`config.mk`:
```
export PLATFORM = sky130hd
export DESIGN_NAME = lcdc_queue
export DESIGN_NICKNAME = d
export VERILOG_FILES = /design/src/lcdc_pkg.sv /design/src/lcdc_queue.sv
export SDC_FILE = /design/constraint.sdc
export NUM_CORES = 1
export LEC_CHECK = 0
export BUFFER_PORTS_ARGS = -buffer_cell sky130_fd_sc_hd__clkbuf_2
export CAP_MARGIN = 30
export CORE_UTILIZATION = 25
export CTS_BUF_LIST = sky130_fd_sc_hd__clkbuf_4
export DETAILED_ROUTE_END_ITERATION = 7
export GPL_TIMING_DRIVEN = 0
export PLACE_DENSITY_LB_ADDON = 0.05
export SYNTH_ARGS = -nofsm -noshare
export SYNTH_HDL_FRONTEND = slang
export SYNTH_SLANG_ARGS = --single-unit
```
`constraint.sdc`:
```
create_clock -name clk -period 2.96 [get_ports clk]
set_input_delay 0.148 -clock clk [delete_from_list [all_inputs] [get_ports clk]]
set_output_delay 0.148 -clock clk [all_outputs]
set_load 0.02 [all_outputs]
```
`src/lcdc_pkg.sv`:
```
`timescale 1ns / 1ps
// ----------------------------------------------------------------------------
// LCD controller package
// Shared types, codes and default sizes for the LCD command and RAM unit.
// ----------------------------------------------------------------------------
package lcdc_pkg;

    // Default geometry: last column index and number of full data pages
    localparam int LAST_COLUMN_DEF = 131;
    localparam int DATA_PAGES_DEF  = 8;

    // Pointer widths fixed by the command set
    localparam int COL_W  = 8;
    localparam int PAGE_W = 4;

    // Electric volume register value after reset
    localparam logic [5:0] VOLUME_RESET = 6'h20;

    // Entries in the queue between decoder and executor (power of two)
    localparam int QUEUE_DEPTH = 2;

    // Single-byte command codes
    localparam logic [7:0] BYTE_RMW_BEGIN = 8'hE0;
    localparam logic [7:0] BYTE_RMW_END   = 8'hEE;
    localparam logic [7:0] BYTE_VOLUME    = 8'h81;

    // Kind of bus access
    typedef enum logic [1:0] {
        OP_WR_DATA,
        OP_WR_CMD,
        OP_RD_DATA,
        OP_RD_STATUS
    } op_t;

    // Decoded command byte
    typedef enum logic [4:0] {
        CMD_NONE,
        CMD_DISPLAY,
        CMD_START_LINE,
        CMD_COL_LO,
        CMD_COL_HI,
        CMD_RATIO,
        CMD_POWER,
        CMD_PAGE,
        CMD_SEG_REV,
        CMD_INVERT,
        CMD_ALL_ON,
        CMD_BIAS,
        CMD_INDICATOR,
        CMD_RMW_BEGIN,
        CMD_RMW_END,
        CMD_COM_REV,
        CMD_VOLUME
    } cmd_t;

    // One bus access as it arrives
    typedef struct packed {
        logic       mode;
        logic       reg_select;
        logic [7:0] write_data;
    } item_t;

    // One result beat
    typedef struct packed {
        logic [7:0] read_data;
        logic       display_on;
        logic       all_pixels_on;
        logic [5:0] first_line;
        logic       segment_reverse;
        logic       com_reverse;
        logic [5:0] contrast_level;
    } result_t;

    // Classified access held in the queue
    typedef struct packed {
        op_t        op;
        cmd_t       cmd;
        logic [7:0] data;
    } entry_t;

    // Queue fill status
    typedef struct packed {
        logic full;
        logic empty;
    } q_status_t;

endpackage

```
`src/lcdc_queue.sv`:
```
`timescale 1ns / 1ps
// ----------------------------------------------------------------------------
// LCD controller entry queue
// Short first-in first-out buffer between the decoder and the executor.
// ----------------------------------------------------------------------------
module lcdc_queue
    import lcdc_pkg::*;
(
    input  logic      clk,
    input  logic      rst_n,
    input  logic      push,
    input  entry_t    push_entry,
    input  logic      pop,
    output entry_t    pop_entry,
    output q_status_t q_status
);

    localparam int PTR_W = $clog2(QUEUE_DEPTH);
    localparam int CNT_W = $clog2(QUEUE_DEPTH + 1);

    entry_t             slots_reg [QUEUE_DEPTH];
    logic [PTR_W-1:0]   wr_ptr_reg;
    logic [PTR_W-1:0]   wr_ptr_next;
    logic [PTR_W-1:0]   rd_ptr_reg;
    logic [PTR_W-1:0]   rd_ptr_next;
    logic [CNT_W-1:0]   count_reg;
    logic [CNT_W-1:0]   count_next;

    assign q_status.full  = (count_reg == CNT_W'(QUEUE_DEPTH));
    assign q_status.empty = (count_reg == '0);
    assign pop_entry      = slots_reg[rd_ptr_reg];

    // Advance pointers and count
    always_comb
    begin
        wr_ptr_next = push ? wr_ptr_reg + 1'b1 : wr_ptr_reg;
        rd_ptr_next = pop  ? rd_ptr_reg + 1'b1 : rd_ptr_reg;
        count_next  = count_reg;
        if (push && !pop)
        begin
            count_next = count_reg + 1'b1;
        end
        else if (pop && !push)
        begin
            count_next = count_reg - 1'b1;
        end
    end

    always_ff @(posedge clk or negedge rst_n)
    begin
        if (!rst_n)
        begin
            wr_ptr_reg <= '0;
            rd_ptr_reg <= '0;
            count_reg  <= '0;
        end
        else
        begin
            wr_ptr_reg <= wr_ptr_next;
            rd_ptr_reg <= rd_ptr_next;
            count_reg  <= count_next;
        end
    end

    // Store the pushed entry
    always_ff @(posedge clk)
    begin
        if (push)
        begin
            slots_reg[wr_ptr_reg] <= push_entry;
        end
    end

endmodule

```
==> summary.txt, run 1 <==
Run status
  • Status: finished, final reports clean

Worst setup path
  • Critical R2R Capture: slots_reg[0][5]
  • Critical Path RT: 2.81 ns
  • WP buf/inv: 3
  • Worst setup EP type: output port
  • CP Launch Type: flop
  • CP max stage cell: dfrtp_1
  • Critical Path AT: 1.45 ns
  • Cells on worst reg2reg path: 1
  • Critical path startpoint: rd_ptr_reg
  • Worst R2R Start: wr_ptr_reg
  • Crit-path leading delay family: buffers and inverters
  • CP Class: flop to output port
  • Worst path max stage delay: 0.38 ns
  • Flop2flop setup slack: 1.46 ns
  • Worst-path maximum fanout: 10
  • CP cell instances: buf_6 > buf_12 > mux2_4 > clkbuf_2

Pwr
  • PD cells: 854 nW/µm²
  • VDD IR max: 0.000284 V
  • Leak Pwr: 0.728 nW

Floorplanning
  • Initial Util: 0.259
  • Die footprint: 5580 µm²
  • Boundary pin count: 36
  • Core Region: 5110 µm²
  • Die height: 74.7 µm
  • Die X: 74.7 µm
  • Row count: 26

STA
  • Worst slew margin: 0.415
  • Period utilization: 0.538
  • Setup TNS: 0 ns
  • Final setup fails: 0
  • RSZ-0062 raised after global routing: false
  • Minimum clock period: 1.59 ns
  • Fin. Hold Viols: 0
  • F_max: 628 MHz
  • Post-route setup slack: 1.37 ns
  • Clock skew: 0.00576 ns
  • Max Transition Viols Final: 0
  • Worst-Margin Slew: 0.873 ns

Clock tree
  • Worst skew pair latency: 0.32 ns
  • Hold-fix buffers at CTS: 11
  • Root Buffer: clkbuf_4
  • Post-CTS Repair Setup Buffers: 0
  • Inserted Clock Buffers: 5
  • Sink Count: 34
  • Clk slew on worst S/H paths: 0.09 ns
  • Resize count post-CTS: 0
  • H-tree Lvls: 2
  • Clock tree buffer depth: 2
  • CTS tree: built

GRT
  • Initial antenna violation count: 0
  • GRT overflow: 0
  • First-pass GRT wire length: 3.48 mm
  • GRT Total Usage: 0.0929
  • Vias in the first global route: 788
  • Largest net degree at the start of global routing: 16

Drt
  • Vias/cell: 3.81
  • TritonRoute pass-1 iters: 4
  • Drt total wl: 2.20 mm
  • Via count: 723
  • DRC Markers: 0
  • Detail Route Antenna Nets: 0
  • Drt wl/cell: 11.6 µm
  • DR iter-0 viols: 24

Layout
  • Non-Filler Cell Area, Final: 1790 µm²
  • Commonest non-fill, non-tap cell in the layout: clkbuf_2
  • Commonest non-fill, non-tap cells in the layout: clkbuf_2, edfxtp_1, dlygate4sd3_1
  • Synth-to-Final Area Change: 35.4%
  • Max FFs per register: 30
  • Share of layout cells above drive strength 1: 0.500
  • Finished Layout Cells: 190
  • Fillers: 521
  • # diodes: 0
  • Total Nets Final: 140

Logic synthesis
  • Sequential area share after synthesis: 0.758
  • Synth Instances: 63
  • Mapped cell area: 1320 µm²
  • Yosys warns: 0
  • Syn_nets: 83
  • Mapped Avg Cell Area: 21.0 µm²
  • Library cells used by synthesis: 13
  • #FFs+latches synth: 34

Hold path
  • Hold path start: pop
  • Worst hold path stage count: 2
  • Hold crit path type: input pin to flop
  • Hold Path Sink: rd_ptr_reg

Place
  • GPL Wtd Cong: 0.631
  • Hpwl dp: 1.43 mm
  • Post-DP Area: 1590 µm²
  • Placed Instances: 168
  • Place WS: 1.44 ns
  • Input/output buffers: 35

Run
  • Max_cap viols: 0
==> metrics by stage <==
stage	hold WS, ns	total power, W	utilization
after floorplan	-0.148	0.00112	-
after global placement	-0.0380	0.00129	0.310
after detailed placement	-0.0360	0.00130	0.311
after CTS	0.000228	0.00155	0.342
after global routing	0.00387	0.00162	0.350
final	0.0238	0.00153	0.350
==> cells by family (layout without fill, tap and decap cells) <==
logic type,after synthesis,in the layout,synth area share
buffers and inverters,3,60,0.0265
AND/OR/NAND/NOR,5,5,0.0199
flip-flops,34,34,0.758
multiplexers,15,15,0.153
adder cells (fa/ha/maj),1,1,0.00947
XOR/XNOR,5,5,0.0331
==> Yosys cell counts <==
library cell,instances,share of area
buf_6,1,0.0085
dfrtp_1,4,0.076
and2_1,1,0.0047
edfxtp_1,30,0.68
mux2_4,9,0.10
inv_1,1,0.0028
buf_12,1,0.015
xor2_1,4,0.027
nor2_1,2,0.0057
mux2_2,6,0.051
nor2b_1,2,0.0095
ha_1,1,0.0095
xnor2_1,1,0.0066
==> final cells by class <==
cell class | count | area (µm²) | share of cell area
repair buffers | 50 | 325 | 0.182
clock buffers | 7 | 52.6 | 0.0294
well taps | 70 | 87.6 | 0.0490
multi-input cells | 26 | 288 | 0.161
plain buffers | 2 | 31.3 | 0.0175
flip-flops and latches | 34 | 1000 | 0.559
inverters | 1 | 3.75 | 0.00210
==> per-layer routing <==
layer / wire length (µm) / vias to the layer above / GRT usage
met5: 0 / - / 0
met4: 51 / 0 / 0.0503
met3: 132 / 5 / 0.0442
met2: 1100 / 26 / 0.168
met1: 910 / 343 / 0.0858
li1: - / 349 / -
==> power breakdown <==
part           leakage, nW  switching [W]  internal (W)
logic                0.367       0.000322      0.000277
clock network       0.0322       0.000135      0.000108
registers            0.328      0.0000411      0.000646
==> worst max path at each step <==
stage                                 end  slack [ns]  depth (start not counted)
after floorplan           slots_reg[0][0]        1.48                          1
after global placement    slots_reg[0][5]        0.91                          1
after detailed placement  slots_reg[0][5]        1.44                          1
after CTS                   pop_entry[12]        1.33                          4
after global routing        pop_entry[12]        1.28                          4
final                       pop_entry[12]        1.37                          4
No activity file was read; power rests on OpenSTA's default activity.
==> inputs of run 2 (changes only) <==
- clock period: 2.96 -> 1.4 ns (I/O delays scaled with it)
==> run 2 against run 1 <==
Against the previous run:
- the flow now finishes with violations (setup timing)
- non-clock buffer count grew 8
- worst setup slack got worse by 1.5 ns
- sequential cell count unchanged
- total power grew 140%
- clock-buffer cell count decreased by 2
- wire length down 0.27%
- hold slack improved by 0.055 ns
- sequential power up 110%
- critical path depth unchanged
- core utilization grew 3.6 points
- sequential share of layout area is 5.2 points lower
- combinational power rose to 2.9 times the previous value
- critical path type unchanged
- critical endpoint is now pop_entry[10]
- highest routed layer unchanged
==> summary.txt, run 2 (synthesis results as in run 1) <==
Drt
  • Via count: 753 (+4.1%)
  • Drt wl/cell: 11.1 µm (-3.8%)
  • Detail Route Antenna Nets: 0 (unchanged)
  • DRC Markers: 0 (unchanged)
  • Vias/cell: 3.82 (+0.45%)
  • Drt total wl: 2.19 mm (-0.27%)
  • DR iter-0 viols: 16 (-33%)
  • TritonRoute pass-1 iters: 4 (unchanged)

Floorplanning
  • Initial Util: 0.259 (unchanged)
  • Boundary pin count: 36 (unchanged)
  • Die footprint: 5580 µm² (unchanged)
  • Die X: 74.7 µm (unchanged)
  • Core Region: 5110 µm² (unchanged)
  • Row count: 26 (unchanged)
  • Die height: 74.7 µm (unchanged)

Worst setup path
  • CP cell instances: buf_6 > clkbuf_16 > mux2_4 > buf_6
  • Worst path max stage delay: 0.38 ns (about the same)
  • WP buf/inv: 3 (unchanged)
  • Worst-path maximum fanout: 5 (-5)
  • Worst setup EP type: output port
  • CP max stage cell: dfrtp_1
  • Most used cell along the critical path: buf_6
  • CP Class: flop to output port
  • Critical Path RT: 1.33 ns (-1.48 ns)
  • Crit-path leading delay family: buffers and inverters
  • CP Launch Type: flop
  • Critical Path AT: 1.42 ns (-0.03 ns)

STA
  • Final setup fails: 15 (+15)
  • F_max: 672 MHz
  • Clock skew: 0.00237 ns (-0.00339 ns)
  • Setup TNS: -1.02 ns (-1.02 ns)
  • Post-route setup slack: -0.0890 ns (-1.46 ns)
  • Worst-Margin Slew: 0.483 ns (-0.390 ns)
  • Period utilization: 1.06
  • Worst slew margin: 0.677 (+0.262)
  • Max Transition Viols Final: 0 (unchanged)
  • Minimum clock period: 1.49 ns
  • RSZ-0062 raised after global routing: true
  • Fin. Hold Viols: 0 (unchanged)
  • Hold slack: 0.0787 ns (+0.0549 ns)

Layout
  • Finished Layout Cells: 197 (+3.7%)
  • Total Nets Final: 148 (+5.7%)
  • Commonest non-fill, non-tap cell in the layout: edfxtp_1
  • Share of layout cells above drive strength 1: 0.504 (+0.00394)
  • Synth-to-Final Area Change: 49.3%
  • # diodes: 0 (unchanged)
  • Max FFs per register: 30 (unchanged)
  • Core Util, Final: 0.386 (+0.0360)
  • Commonest non-fill, non-tap cells in the layout: edfxtp_1, clkbuf_2, dlygate4sd3_1
  • Fillers: 506 (-2.9%)

Place
  • Input/output buffers: 35 (unchanged)
  • Hpwl dp: 1.35 mm (-5.5%)
  • GPL Wtd Cong: 0.640 (+1.4%)
  • Placed Instances: 168 (unchanged)

Clock tree
  • Sink Count: 34 (unchanged)
  • Worst skew pair latency: 0.32 ns (about the same)
  • Clock tree buffer depth: 2 (unchanged)
  • Inserted Clock Buffers: 5 (unchanged)
  • H-tree Lvls: 2 (unchanged)
  • CTS tree: built
  • Clk slew on worst S/H paths: 0.09 ns (about the same)
  • Root Buffer: clkbuf_4

Pwr
  • Seq pwr share: 0.399 (-0.050)
  • Clock power share: 0.127 (-0.032)
  • Net Sw Frac: 0.310 (-0.0156)
  • PD cells: 1840 nW/µm² (+120%)
  • Net Sw Power: 0.00113 W (+130%)
  • Leak Pwr: 0.804 nW (+11%)
  • Pwr Total: 0.00363 W (+140%)
  • VDD IR max: 0.000888 V (+210%)
  • Logic gate share of total power: 0.474 (+0.082)
  • Int Power: 0.00251 W (+140%)

GRT
  • Vias in the first global route: 736 (-6.6%)
  • First-pass GRT wire length: 3.35 mm (-3.8%)
  • Largest net degree at the start of global routing: 16 (unchanged)
  • GRT overflow: 0 (unchanged)
  • GRT Total Usage: 0.0888 (-0.00411)
  • Initial antenna violation count: 0 (unchanged)

Run
  • Max_cap viols: 0 (unchanged)

Hold path
  • Hold crit path type: input pin to asynchronous set/reset pin

Run status
  • Failing checks: setup timing
  • Status: complete, but fails checks
## run 2: cell count changes in the layout (fill, tap and decap cells not counted), sizes merged
cell         change
buf             +19
clkbuf          -16
dlygate4sd3      +3
clkinv           +1
## run 2: final cells by class
type	instances	area, µm²	area share
clock inverters	1	3.75	0.00190
multi-input cells	26	298	0.151
repair buffers	58	510	0.259
clock buffers	5	37.5	0.0190
flip-flops and latches	34	1000	0.507
inverters	1	3.75	0.00190
plain buffers	2	31.3	0.0159
well taps	70	87.6	0.0444
## run 2: final timing paths
kind | start | endpoint | cells after the start | slack, ns
worst max-delay path | rd_ptr_reg | pop_entry[10] | 4 | -0.09
worst min-delay path | rst_n | count_reg[0] | 2 | 0.08
worst max register to register | wr_ptr_reg | slots_reg[0][0] | 1 | 0.18
worst min register to register | count_reg[1] | count_reg[1] | 1 | 0.49
max in group asynchronous | rst_n | rd_ptr_reg | 2 | 1.20
min in group clk | push_entry[6] | slots_reg[0][6] | 2 | 0.47
## run 2: what timing repair did
item	in CTS	in global routing
hold endpoints to repair	36	0
setup buffers	3	1
cloned	0	1
gates resized for setup	4	41
pin swaps	0	0
setup endpoints to repair	44	15
hold buffers	18	0
## run 2: per-stage QoR
step	setup slack, ns	cell area [µm²]
after detailed placement	-0.104	1590
after CTS	-0.125	1860
after floorplan	0.184	1320
after global routing	-0.145	1970
after global placement	-0.122	1590
final	-0.0890	1970
## run 2: metal layers
layer / GRT usage / routed length, µm / vias up
li1: - / - / 363
met1: 0.100 / 931 / 359
met2: 0.137 / 1070 / 25
met3: 0.0402 / 131 / 6
met4: 0.0566 / 57 / 0
met5: 0 / 0 / -
## run 2: power groups by stage
stage / combinational [W] / sequential (W) / clock (W)
floorplan: 0.000926 / 0.00145 / 0
global placement: 0.00126 / 0.00147 / 0
detailed placement: 0.00126 / 0.00147 / 0
CTS: 0.00144 / 0.00145 / 0.000493
global route: 0.00184 / 0.00148 / 0.000521
finish: 0.00172 / 0.00145 / 0.000462
