--- src/lcdc_pkg.sv ---
`timescale 1ns / 1ps
// ----------------------------------------------------------------------------
// LCD controller package
// Shared types, codes and default sizes for the LCD command and RAM unit.
// ----------------------------------------------------------------------------
package lcdc_pkg;

    // Default geometry: last column index and number of full data pages
    localparam int LAST_COLUMN_DEF = 131;
    localparam int DATA_PAGES_DEF  = 8;

    // Pointer widths fixed by the command set
    localparam int COL_W  = 8;
    localparam int PAGE_W = 4;

    // Electric volume register value after reset
    localparam logic [5:0] VOLUME_RESET = 6'h20;

    // Entries in the queue between decoder and executor (power of two)
    localparam int QUEUE_DEPTH = 2;

    // Single-byte command codes
    localparam logic [7:0] BYTE_RMW_BEGIN = 8'hE0;
    localparam logic [7:0] BYTE_RMW_END   = 8'hEE;
    localparam logic [7:0] BYTE_VOLUME    = 8'h81;

    // Kind of bus access
    typedef enum logic [1:0] {
        OP_WR_DATA,
        OP_WR_CMD,
        OP_RD_DATA,
        OP_RD_STATUS
    } op_t;

    // Decoded command byte
    typedef enum logic [4:0] {
        CMD_NONE,
        CMD_DISPLAY,
        CMD_START_LINE,
        CMD_COL_LO,
        CMD_COL_HI,
        CMD_RATIO,
        CMD_POWER,
        CMD_PAGE,
        CMD_SEG_REV,
        CMD_INVERT,
        CMD_ALL_ON,
        CMD_BIAS,
        CMD_INDICATOR,
        CMD_RMW_BEGIN,
        CMD_RMW_END,
        CMD_COM_REV,
        CMD_VOLUME
    } cmd_t;

    // One bus access as it arrives
    typedef struct packed {
        logic       mode;
        logic       reg_select;
        logic [7:0] write_data;
    } item_t;

    // One result beat
    typedef struct packed {
        logic [7:0] read_data;
        logic       display_on;
        logic       all_pixels_on;
        logic [5:0] first_line;
        logic       segment_reverse;
        logic       com_reverse;
        logic [5:0] contrast_level;
    } result_t;

    // Classified access held in the queue
    typedef struct packed {
        op_t        op;
        cmd_t       cmd;
        logic [7:0] data;
    } entry_t;

    // Queue fill status
    typedef struct packed {
        logic full;
        logic empty;
    } q_status_t;

endpackage

--- src/lcdc_front.sv ---
`timescale 1ns / 1ps
// ----------------------------------------------------------------------------
// LCD controller front end
// Accepts bus accesses, classifies port and direction, decodes command bytes
// and hands the classified entry to the queue.
// ----------------------------------------------------------------------------
module lcdc_front
    import lcdc_pkg::*;
(
    input  logic      clk,
    input  logic      rst_n,
    input  logic      start,
    input  item_t     bus_access,
    input  logic      hold,
    input  q_status_t q_status,
    output logic      busy,
    output logic      push,
    output entry_t    push_entry
);

    logic   stage_valid_reg;
    logic   stage_valid_next;
    entry_t stage_entry_reg;
    logic   accept;

    // Decode one command byte into its command code
    function automatic cmd_t decode_cmd(input logic [7:0] d);
        cmd_t c;
        c = CMD_NONE;
        if (d inside {8'hAE, 8'hAF})                  c = CMD_DISPLAY;
        else if (d inside {[8'h40:8'h7F]})             c = CMD_START_LINE;
        else if (d inside {[8'h00:8'h0F]})             c = CMD_COL_LO;
        else if (d inside {[8'h10:8'h1F]})             c = CMD_COL_HI;
        else if (d inside {[8'h20:8'h27]})             c = CMD_RATIO;
        else if (d inside {[8'h28:8'h2F]})             c = CMD_POWER;
        else if (d inside {[8'hB0:8'hBF]})             c = CMD_PAGE;
        else if (d inside {8'hA0, 8'hA1})              c = CMD_SEG_REV;
        else if (d inside {8'hA6, 8'hA7})              c = CMD_INVERT;
        else if (d inside {8'hA4, 8'hA5})              c = CMD_ALL_ON;
        else if (d inside {8'hA2, 8'hA3})              c = CMD_BIAS;
        else if (d inside {8'hAC, 8'hAD})              c = CMD_INDICATOR;
        else if (d == BYTE_RMW_BEGIN)                  c = CMD_RMW_BEGIN;
        else if (d == BYTE_RMW_END)                    c = CMD_RMW_END;
        else if (d inside {[8'hC0:8'hCF]})             c = CMD_COM_REV;
        else if (d == BYTE_VOLUME)                     c = CMD_VOLUME;
        return c;
    endfunction

    // Stall new beats while the RAM clears or the staged entry cannot move
    assign busy   = hold | (stage_valid_reg & q_status.full);
    assign accept = start & ~busy;

    // Hand the staged entry to the queue when there is room
    assign push       = stage_valid_reg & ~q_status.full;
    assign push_entry = stage_entry_reg;

    always_comb
    begin
        stage_valid_next = accept | (stage_valid_reg & q_status.full);
    end

    // Hold the valid flag of the staging register
    always_ff @(posedge clk or negedge rst_n)
    begin
        if (!rst_n)
        begin
            stage_valid_reg <= 1'b0;
        end
        else
        begin
            stage_valid_reg <= stage_valid_next;
        end
    end

    // Classify the accepted beat
    always_ff @(posedge clk)
    begin
        if (accept)
        begin
            stage_entry_reg.data <= bus_access.write_data;
            stage_entry_reg.cmd  <= decode_cmd(bus_access.write_data);
            if (bus_access.mode)
            begin
                stage_entry_reg.op <= bus_access.reg_select ? OP_RD_STATUS : OP_RD_DATA;
            end
            else
            begin
                stage_entry_reg.op <= bus_access.reg_select ? OP_WR_CMD : OP_WR_DATA;
            end
        end
    end

endmodule

--- config.mk ---
export PLATFORM = sky130hd
export DESIGN_NAME = lcdc_front
export DESIGN_NICKNAME = d
export VERILOG_FILES = /design/src/lcdc_pkg.sv /design/src/lcdc_front.sv
export SDC_FILE = /design/constraint.sdc
export NUM_CORES = 1
export LEC_CHECK = 0
export BUFFER_PORTS_ARGS = -buffer_cell sky130_fd_sc_hd__buf_4
export CORE_UTILIZATION = 49
export CTS_BUF_LIST = sky130_fd_sc_hd__clkbuf_16
export DETAILED_ROUTE_END_ITERATION = 10
export PLACE_DENSITY = 0.81
export SYNTH_ARGS = -nofsm -noshare
export SYNTH_HDL_FRONTEND = slang
export SYNTH_SLANG_ARGS = --single-unit
export TNS_END_PERCENT = 10
--- constraint.sdc ---
create_clock -name clk -period 4.8 [get_ports clk]
set_input_delay 0.72 -clock clk [delete_from_list [all_inputs] [get_ports clk]]
set_output_delay 0.72 -clock clk [all_outputs]
set_load 0.005 [all_outputs]
==> results of run 1 <==
-- worst register-to-register path, delay by kind of cell, from the launching register on --
kind,cells,cell delay (ns)
compound gates,1,0.13
buf+inv,1,0.24
flops,1,0.39
-- through the flow --
| step | total power [mW] | hold WS, ns | std cells | worst slack, ns | area (um^2) |
|---|---|---|---|---|---|
| 3_3_place_gp | 0.208 | 0.492 | 109 | 2.84 | 1020 |
| 6_report | 0.363 | 0.247 | 113 | 2.97 | 1100 |
| 3_5_place_dp | 0.211 | 0.497 | 109 | 2.79 | 1020 |
| 2_1_floorplan | 0.185 | 0.424 | 64 | 2.77 | 781 |
| 4_1_cts | 0.366 | 0.244 | 113 | 2.96 | 1100 |
| 5_1_grt | 0.378 | 0.242 | 113 | 2.93 | 1100 |
-- Yosys cell counts --
master | count | share of area [%]
a21oi_1 | 5 | 3.2
nor2_1 | 1 | 0.48
and2_1 | 1 | 0.80
nor4_1 | 1 | 0.80
or4b_4 | 1 | 1.8
or3_1 | 1 | 0.80
nor3b_1 | 1 | 0.96
o31ai_1 | 1 | 0.96
a21oi_2 | 1 | 1.1
o21ai_0 | 2 | 1.3
mux2i_1 | 1 | 1.3
a31oi_1 | 1 | 0.80
nor2b_1 | 3 | 2.4
inv_1 | 1 | 0.48
nand3b_1 | 1 | 0.96
nor4b_1 | 2 | 2.2
o2111ai_1 | 1 | 1.1
nand3_1 | 1 | 0.64
o22ai_1 | 2 | 1.6
buf_2 | 2 | 1.3
nand2b_1 | 6 | 4.8
dfrtp_1 | 1 | 3.2
o311ai_1 | 1 | 1.1
nor3_1 | 4 | 2.6
nand2_1 | 4 | 1.9
buf_6 | 1 | 1.4
and4_1 | 1 | 1.1
edfxtp_1 | 15 | 58
a2111oi_0 | 1 | 1.1
-- power breakdown --
part / switching, mW / leakage (nW) / internal (mW) / total [mW]
registers: 0.00180 / 0.154 / 0.161 / 0.163
logic: 0.0223 / 0.245 / 0.0232 / 0.0455
clock network: 0.0450 / 0.0423 / 0.110 / 0.155
-- cell type report --
class | count | share of cell area (%)
flip-flops and latches | 16 | 43.3
clock buffers | 3 | 6.83
inverters | 1 | 0.342
multi-input cells | 44 | 25.5
clock inverters | 1 | 0.342
repair buffers | 32 | 21.9
well taps | 16 | 1.82
-- how the worst max path moves through the flow --
| stage | to | start | depth (start not counted) |
|---|---|---|---|
| floorplan | push_entry[0] | hold | 2 |
| global placement | push_entry[10] | bus_access[0] | 5 |
| detailed placement | push_entry[10] | bus_access[2] | 5 |
| CTS | busy | q_status[1] | 4 |
| global route | busy | q_status[1] | 4 |
| finish | busy | q_status[1] | 4 |
-- cells by family after synthesis --
| family | share of synthesized area, % |
|---|---|
| compound gates | 12.3 |
| buf+inv | 3.20 |
| simple gates | 22.3 |
| flops | 60.9 |
| mux | 1.28 |
-- routing by layer --
layer / track usage [%] / part of all wire [%] / up-vias
li1: - / - / 319
met1: 23.1 / 40 / 312
met2: 35.0 / 52 / 32
met3: 4.35 / 5.3 / 6
met4: 9.68 / 2.6 / 0
met5: 0 / 0 / -
==> run metrics, run 1 <==
Min Clock Period, post-route 1.83 ns; Slew HR around three quarters; Worst Path Arrival 1.11 ns; max reg flops 15; Worst Path Buf+Inv 2; Pre-Repair DR Iteration Count 4; global-route wire length before repair between 2000 and 3000 um; leakage power about 0.44 nW; I/O Buffers 31; Skew-Pair Late Insertion Delay around 0.24 ns; synthesized instance count 64; # rows 14; Post-DP HPWL roughly 1200 um; CTS root buffer clkbuf_16; gp weighted congestion around 0.87; most frequent cells in the layout buf_4, edfxtp_1, nand2b_1; layout cells sized above 1 38.1%; count of cell types in the netlist 29; CTS tree built; number of fill cells about 100; Worst path max stage delay 0.13 ns; final hold vios 0; sequential fraction of the synthesis area 60.9%; Least-Margin Pin Slew 0.347 ns; outcome finished, final reports clean; maxcap violations 0; Setup crit end kind output port; nets between 100 and 150; fin util between 70% and 80%; #FFs+latches synth 16; GRT overflow 0; TritonCTS Buffers 3; commonest non-fill, non-tap cell in the layout buf_4; Top delay family on crit path buffers and inverters; Ant. Diodes 0; R2R setup slack around 3.7 ns; r2r worst-path depth 2; io pins 33; vias per cell between 5 and 6; DRC Markers 0; Syn Area/Cell roughly 12 um^2; largest net degree at the start of global routing 19; Final setup viols 0; critical path launch point type primary input; CORE AREA about 1500 um^2; CP Cell Sequence buf_4, nand2_1, nand2b_1, buf_4; CP max stage cell buf_4; antenna-violating nets left 0; Layout Area Growth over Synthesis 40.7%; synthesized area roughly 800 um^2; Multi-input gate area roughly 280 um^2; required time of the critical path 4.08 ns; clock sink total 16; Crit Reg-Reg Endpoint push_entry[0]; Max Root-Sink Buffers 2; Initial Util between 50% and 60%; pwr dens 330 nW/um^2; vias in the first global route a little over 600; via count around 670; Crit Reg-Reg Startpoint stage_valid_reg; Max Clock Skew 0.00255 ns; Reg clk slew, reported paths roughly 0.040 ns; Die Span X ~42 um; final max-slew violation count 0; GR Util All Layers 20.1%; Worst VDD drop approximately 0.24 mV; Synth Warn # 0; cell mode on critical path buf_4; crit path kind primary input to output port; WL final 1590 um; class of the worst hold path primary input to async pin; setup_tns 0 ns; Crit Path Max Fanout 3; Net Count, Synth 80; routed len/inst 14.0 um; H-Tree Depth 1; initial antenna violation count 0; Fmax achieved approximately 550 MHz; DR iter-0 viols 25; RSZ-0062 raised after global routing no; Reg area 475 um^2; die height 41.9 um; period utilization 38.1%; setup bufs post-CTS 0; Post-CTS Hold Fix Bufs 0; Post-CTS Resized 0; die footprint ~1800 um^2
(Power assumes the default switching activity.)
==> run 2, diff against run 1 <==
--- a/config.mk
+++ b/config.mk
@@ -6,10 +6,10 @@
 export NUM_CORES = 1
 export LEC_CHECK = 0
 export BUFFER_PORTS_ARGS = -buffer_cell sky130_fd_sc_hd__buf_4
-export CORE_UTILIZATION = 49
+export CORE_UTILIZATION = 45
 export CTS_BUF_LIST = sky130_fd_sc_hd__clkbuf_16
 export DETAILED_ROUTE_END_ITERATION = 10
-export PLACE_DENSITY = 0.81
+export PLACE_DENSITY = 0.75
 export SYNTH_ARGS = -nofsm -noshare
 export SYNTH_HDL_FRONTEND = slang
 export SYNTH_SLANG_ARGS = --single-unit
==> constraint.sdc (replaced) <==
create_clock -name clk -period 1.7 [get_ports clk]
set_input_delay 0.255 -clock clk [delete_from_list [all_inputs] [get_ports clk]]
set_output_delay 0.255 -clock clk [all_outputs]
set_load 0.005 [all_outputs]
==> run metrics, run 2 (synthesized netlist as in run 1, its figures left out) <==
RSZ-0062 raised after global routing no; combinational power share 12.6% (about the same); initial antenna violation count 0 (unchanged); placed instance count 109 (unchanged); Flop pwr share 44.6% (-0.2 points); Least-Margin Pin Slew 0.337 ns (-0.00973 ns); Worst Path Arrival 1.36 ns (+0.25 ns); Hold EP push_entry[13]; NetSw 196 uW (+180%); vias in the first global route 581 (-5.2%); Worst path max stage delay 0.49 ns (+0.36 ns); Top delay family on crit path simple AND/OR/NAND/NOR gates; critical path launch point type primary input; TritonCTS Buffers 3 (unchanged); I/O Buffers 31 (unchanged); hold path cells 1; DR iter-0 viols 9 (-64%); Worst VDD drop 0.456 mV (+87%); Crit Path Max Fanout 18 (+15); first element of the critical path bus_access[6]; io pins 33 (unchanged); Worst Path Buf+Inv 1 (-1); CTS root buffer clkbuf_16; Final Non-Filler Cells 114 (+0.88%); vias per cell 5.67 (-4.3%); H-Tree Depth 1 (unchanged); CP Cell Sequence buf_4, or4b_4, a21oi_2, o311ai_1, o22ai_1; Post-CTS Resized 0 (unchanged); DR WL met3 93 um (+11%); setup_tns 0 ns (unchanged); Ant. Diodes 0 (unchanged); routed len/inst 13.8 um (-1.7%); violated checks DRC; antenna-violating nets left 0 (unchanged); gp weighted congestion 0.833 (-3.9%); Initial Util 50.1% (-2.4 points); via count 646 (-3.4%); max layer used met4; Setup crit end kind register; GRT overflow 0 (unchanged); Min Clock Period, post-route 1.28 ns; Crit Reg-Reg Startpoint stage_valid_reg; Die Span X 43.7 um (+4.2%); die height 43.7 um (+4.2%); worst hold path startpoint bus_access[8]; maxcap violations 0 (unchanged); Max Root-Sink Buffers 2 (unchanged); Metal-1 WL 661 um (+5.4%); routed wl met2 799 um (-4.0%); clock sink total 16 (unchanged); DRC Markers 3 (+3); r2r worst-path depth 2 (unchanged); Layout Area Growth over Synthesis 42.0%; GR Util All Layers 19.2% (-0.83 points); final max-slew violation count 0 (unchanged); leakage power 0.442 nW (about the same); Sw Ratio 19.1% (+0.066 points); CP max stage cell or4b_4; class of the worst hold path primary input to register; period utilization between 70% and 80%; outcome finished, violations left; nets 115 (+0.88%); CTS tree built; final hold vios 0 (unchanged); Slew HR 77.0% (+0.67 points); largest net degree at the start of global routing 19 (unchanged); die footprint 1910 um^2 (+8.5%); commonest non-fill, non-tap cell in the layout buf_4; Pint 831 uW (+180%); Post-DP HPWL 1040 um (-14%); Fmax achieved between 700 and 800 MHz; most frequent cells in the layout buf_4, edfxtp_1, nand2b_1; required time of the critical path 1.78 ns (-2.30 ns); WL final 1570 um (-0.82%); layout cells sized above 1 37.8% (-0.39 points); max reg flops 15 (unchanged); crit path kind primary input to register; Max Clock Skew 0.00148 ns (-0.00107 ns); Pre-Repair DR Iteration Count 7 (+3); # rows 14 (unchanged); setup bufs post-CTS 0 (unchanged); Reg clk slew, reported paths 0.05 ns (about the same); Skew-Pair Late Insertion Delay 0.24 ns (about the same); R2R setup slack 0.64 ns (-3.09 ns); Crit Reg-Reg Endpoint push_entry[12]; clock share of power 42.8% (about the same); pwr dens 927 nW/um^2 (+180%); number of fill cells 113 (+9.7%); Final setup viols 0 (unchanged); CORE AREA 1560 um^2 (+4.7%); global-route wire length before repair 2660 um (+4.1%)
==> run 2: power groups by stage <==
| stage | clock [mW] | sequential (mW) | combinational [mW] |
|---|---|---|---|
| after floorplan | 0 | 0.468 | 0.0537 |
| after global placement | 0 | 0.466 | 0.124 |
| after detailed placement | 0 | 0.466 | 0.126 |
| after CTS | 0.444 | 0.459 | 0.130 |
| after global routing | 0.465 | 0.460 | 0.144 |
| final | 0.440 | 0.459 | 0.130 |
==> run 2: worst max path at each step <==
stage | endpoint | cells past startpoint
detailed placement | push_entry[10] | 5
floorplan | push_entry[0] | 2
CTS | push_entry[10] | 5
global route | push_entry[10] | 5
global placement | push_entry[10] | 5
finish | push_entry[10] | 5
==> run 2: repair_timing <==
| action | CTS | global route |
|---|---|---|
| hold buffers | 1 | 0 |
| hold endpoints to repair | 1 | 0 |
| endpoints found under the setup margin | 0 | 0 |
==> run 2: cell type report <==
cell class / instances / area (um^2) / share of cell area, %
Inverter: 1 / 3.75 / 0.339
Clock buffer: 3 / 75.1 / 6.77
Timing Repair Buffer: 33 / 250 / 22.6
Tap cell: 16 / 20.0 / 1.81
Multi-Input combinational cell: 44 / 280 / 25.3
Clock inverter: 1 / 3.75 / 0.339
Sequential cell: 16 / 475 / 42.9
==> run 2: routing by layer <==
layer / global-route usage [%] / vias up
li1: - / 318
met1: 25.5 / 299
met2: 31.0 / 27
met3: 2.50 / 2
met4: 9.38 / 0
met5: 0 / -
==> run 2: stage by stage <==
step	hold slack [ns]	total power [mW]	setup WS (ns)	utilization (%)	area, um^2
after floorplan	-0.0406	0.522	0.131	-	781
after global placement	0.0306	0.589	0.181	65.4	1020
after detailed placement	0.0317	0.592	0.180	65.4	1020
after CTS	0.191	1.03	0.427	71.1	1110
after global routing	0.190	1.07	0.323	71.1	1110
final	0.191	1.03	0.420	71.1	1110
==> run 3, diff against run 2 <==
==> constraint.sdc (replaced) <==
create_clock -name clk -period 1.31 [get_ports clk]
set_input_delay 0.1965 -clock clk [delete_from_list [all_inputs] [get_ports clk]]
set_output_delay 0.1965 -clock clk [all_outputs]
set_load 0.005 [all_outputs]
==> run metrics, run 3 (synthesized netlist as in run 1, its figures left out) <==
outcome finished, violations left; violated checks DRC; Setup crit end kind register; io pins 33 (unchanged); Post-DP HPWL 1250 um (+20%); clock sink total 16 (unchanged); critical path launch point type primary input; Final setup viols 0 (unchanged); GR Util All Layers 20.2% (+0.95 points); layout cells sized above 1 42.9% (+5.1 points); gp weighted congestion 0.877 (+5.3%); Top delay family on crit path simple AND/OR/NAND/NOR gates; # rows 14 (unchanged); class of the worst hold path primary input to register; vias in the first global route 623 (+7.2%); DR WL met3 76 um (-18%); commonest non-fill, non-tap cell in the layout buf_4; Metal-1 WL 681 um (+3.0%); CORE AREA 1560 um^2 (unchanged); Worst VDD drop 0.677 mV (+48%); global-route wire length before repair 2770 um (+3.9%); Initial Util 50.1% (unchanged); die footprint 1910 um^2 (unchanged); Die Span X 43.7 um (unchanged); initial antenna violation count 0 (unchanged); DR iter-0 viols 16 (+7); GRT overflow 0 (unchanged); CP max stage cell or4b_4; Crit Path Max Fanout 2 (-16); number of fill cells 111 (-1.8%); Max Clock Skew 0.00105 ns (-0.000424 ns); worst hold slack 0.130 ns (-0.0612 ns); Reg clk slew, reported paths 0.05 ns (about the same); pwr dens 1160 nW/um^2 (+25%); routed len/inst 13.9 um (+0.38%); CTS tree built; nets 122 (+6.1%); Worst Path Buf+Inv 1 (unchanged); CTS root buffer clkbuf_16; final hold vios 0 (unchanged); die height 43.7 um (unchanged); setup_tns 0 ns (unchanged); Final WS setup 0.109 ns (-0.311 ns); routed wl met2 903 um (+13%); largest net degree at the start of global routing 16 (-3); Skew-Pair Late Insertion Delay 0.24 ns (about the same); Worst Path Arrival 1.28 ns (-0.08 ns); CP Cell Sequence buf_4, or4b_4, a21oi_2, o311ai_1, o22ai_1; Place WS -0.147 ns (-0.327 ns); Ant. Diodes 0 (unchanged); required time of the critical path 1.39 ns (-0.39 ns); Least-Margin Pin Slew 0.349 ns (+0.0119 ns); DRC Markers 2 (-1); H-Tree Depth 1 (unchanged); final max-slew violation count 0 (unchanged); max reg flops 15 (unchanged); setup bufs post-CTS 0 (unchanged); antenna-violating nets left 0 (unchanged); leakage power 0.479 nW (+8.4%); Worst path max stage delay 0.54 ns (+0.05 ns); Min Clock Period, post-route ~1.2 ns; WL final 1680 um (+6.5%); Layout Area Growth over Synthesis 50.8%; Max Root-Sink Buffers 2 (unchanged); period utilization 91.7%; Slew HR 76.1% (-0.81 points); crit path kind primary input to register; vias per cell 5.58 (-1.6%); RSZ-0062 raised after global routing no; I/O Buffers 31 (unchanged); via count 675 (+4.5%); max layer used met4; Pre-Repair DR Iteration Count 7 (unchanged); TritonCTS Buffers 3 (unchanged); maxcap violations 0 (unchanged); most frequent cells in the layout buf_4, edfxtp_1, nand2b_1; Fmax achieved between 800 and 900 MHz
## run 3: worst paths after layout
path | start | to | slack (ns) | depth (start not counted)
setup / recovery | bus_access[0] | push_entry[10] | 0.11 | 5
min in group asynchronous | rst_n | stage_valid_reg | 0.29 | 2
hold reg to reg | stage_valid_reg | stage_valid_reg | 0.53 | 2
setup reg to reg | stage_valid_reg | push_entry[2] | 0.24 | 2
max in group asynchronous | rst_n | stage_valid_reg | 0.94 | 2
hold / removal | bus_access[8] | push_entry[13] | 0.13 | 1
## run 3: cell type report
cell class | count | area, um^2 | share of cell area, %
Timing Repair Buffer | 40 | 315 | 26.8
Inverter | 1 | 3.75 | 0.319
Clock buffer | 3 | 75.1 | 6.38
Tap cell | 16 | 20.0 | 1.70
Multi-Input combinational cell | 44 | 284 | 24.1
Clock inverter | 1 | 3.75 | 0.319
Sequential cell | 16 | 475 | 40.4
## run 3: where the power goes
group / leakage, nW / switching, mW / internal (mW)
registers: 0.154 / 0.00747 / 0.589
clock network: 0.0385 / 0.172 / 0.403
logic: 0.287 / 0.0865 / 0.105
total: 0.479 / 0.266 / 1.10
## run 3: per-layer routing
layer,up-vias,global-route usage (%)
met5,-,0
met4,0,10.0
met3,2,5.83
met2,25,33.7
met1,317,23.6
li1,331,-
## run 3: worst reg2reg max path, delay by kind of cell (launching register included)
kind | cells | cell delay [ns]
flops | 1 | 0.39
buf+inv | 1 | 0.17
compound gates | 1 | 0.21
## run 3: stage by stage
step / instance area, um^2 / std cells / total power [mW] / util, %
floorplan: 785 / 64 / 0.678 / -
global placement: 1090 / 116 / 0.787 / 69.8
detailed placement: 1090 / 116 / 0.794 / 69.8
CTS: 1180 / 121 / 1.38 / 75.5
global route: 1180 / 121 / 1.42 / 75.5
finish: 1180 / 121 / 1.36 / 75.5
## run 3: timing repair
| action | in CTS | in global routing |
|---|---|---|
| hold buffers | 1 | 0 |
| endpoints found under the hold margin | 1 | 0 |
| resized for setup | 0 | 0 |
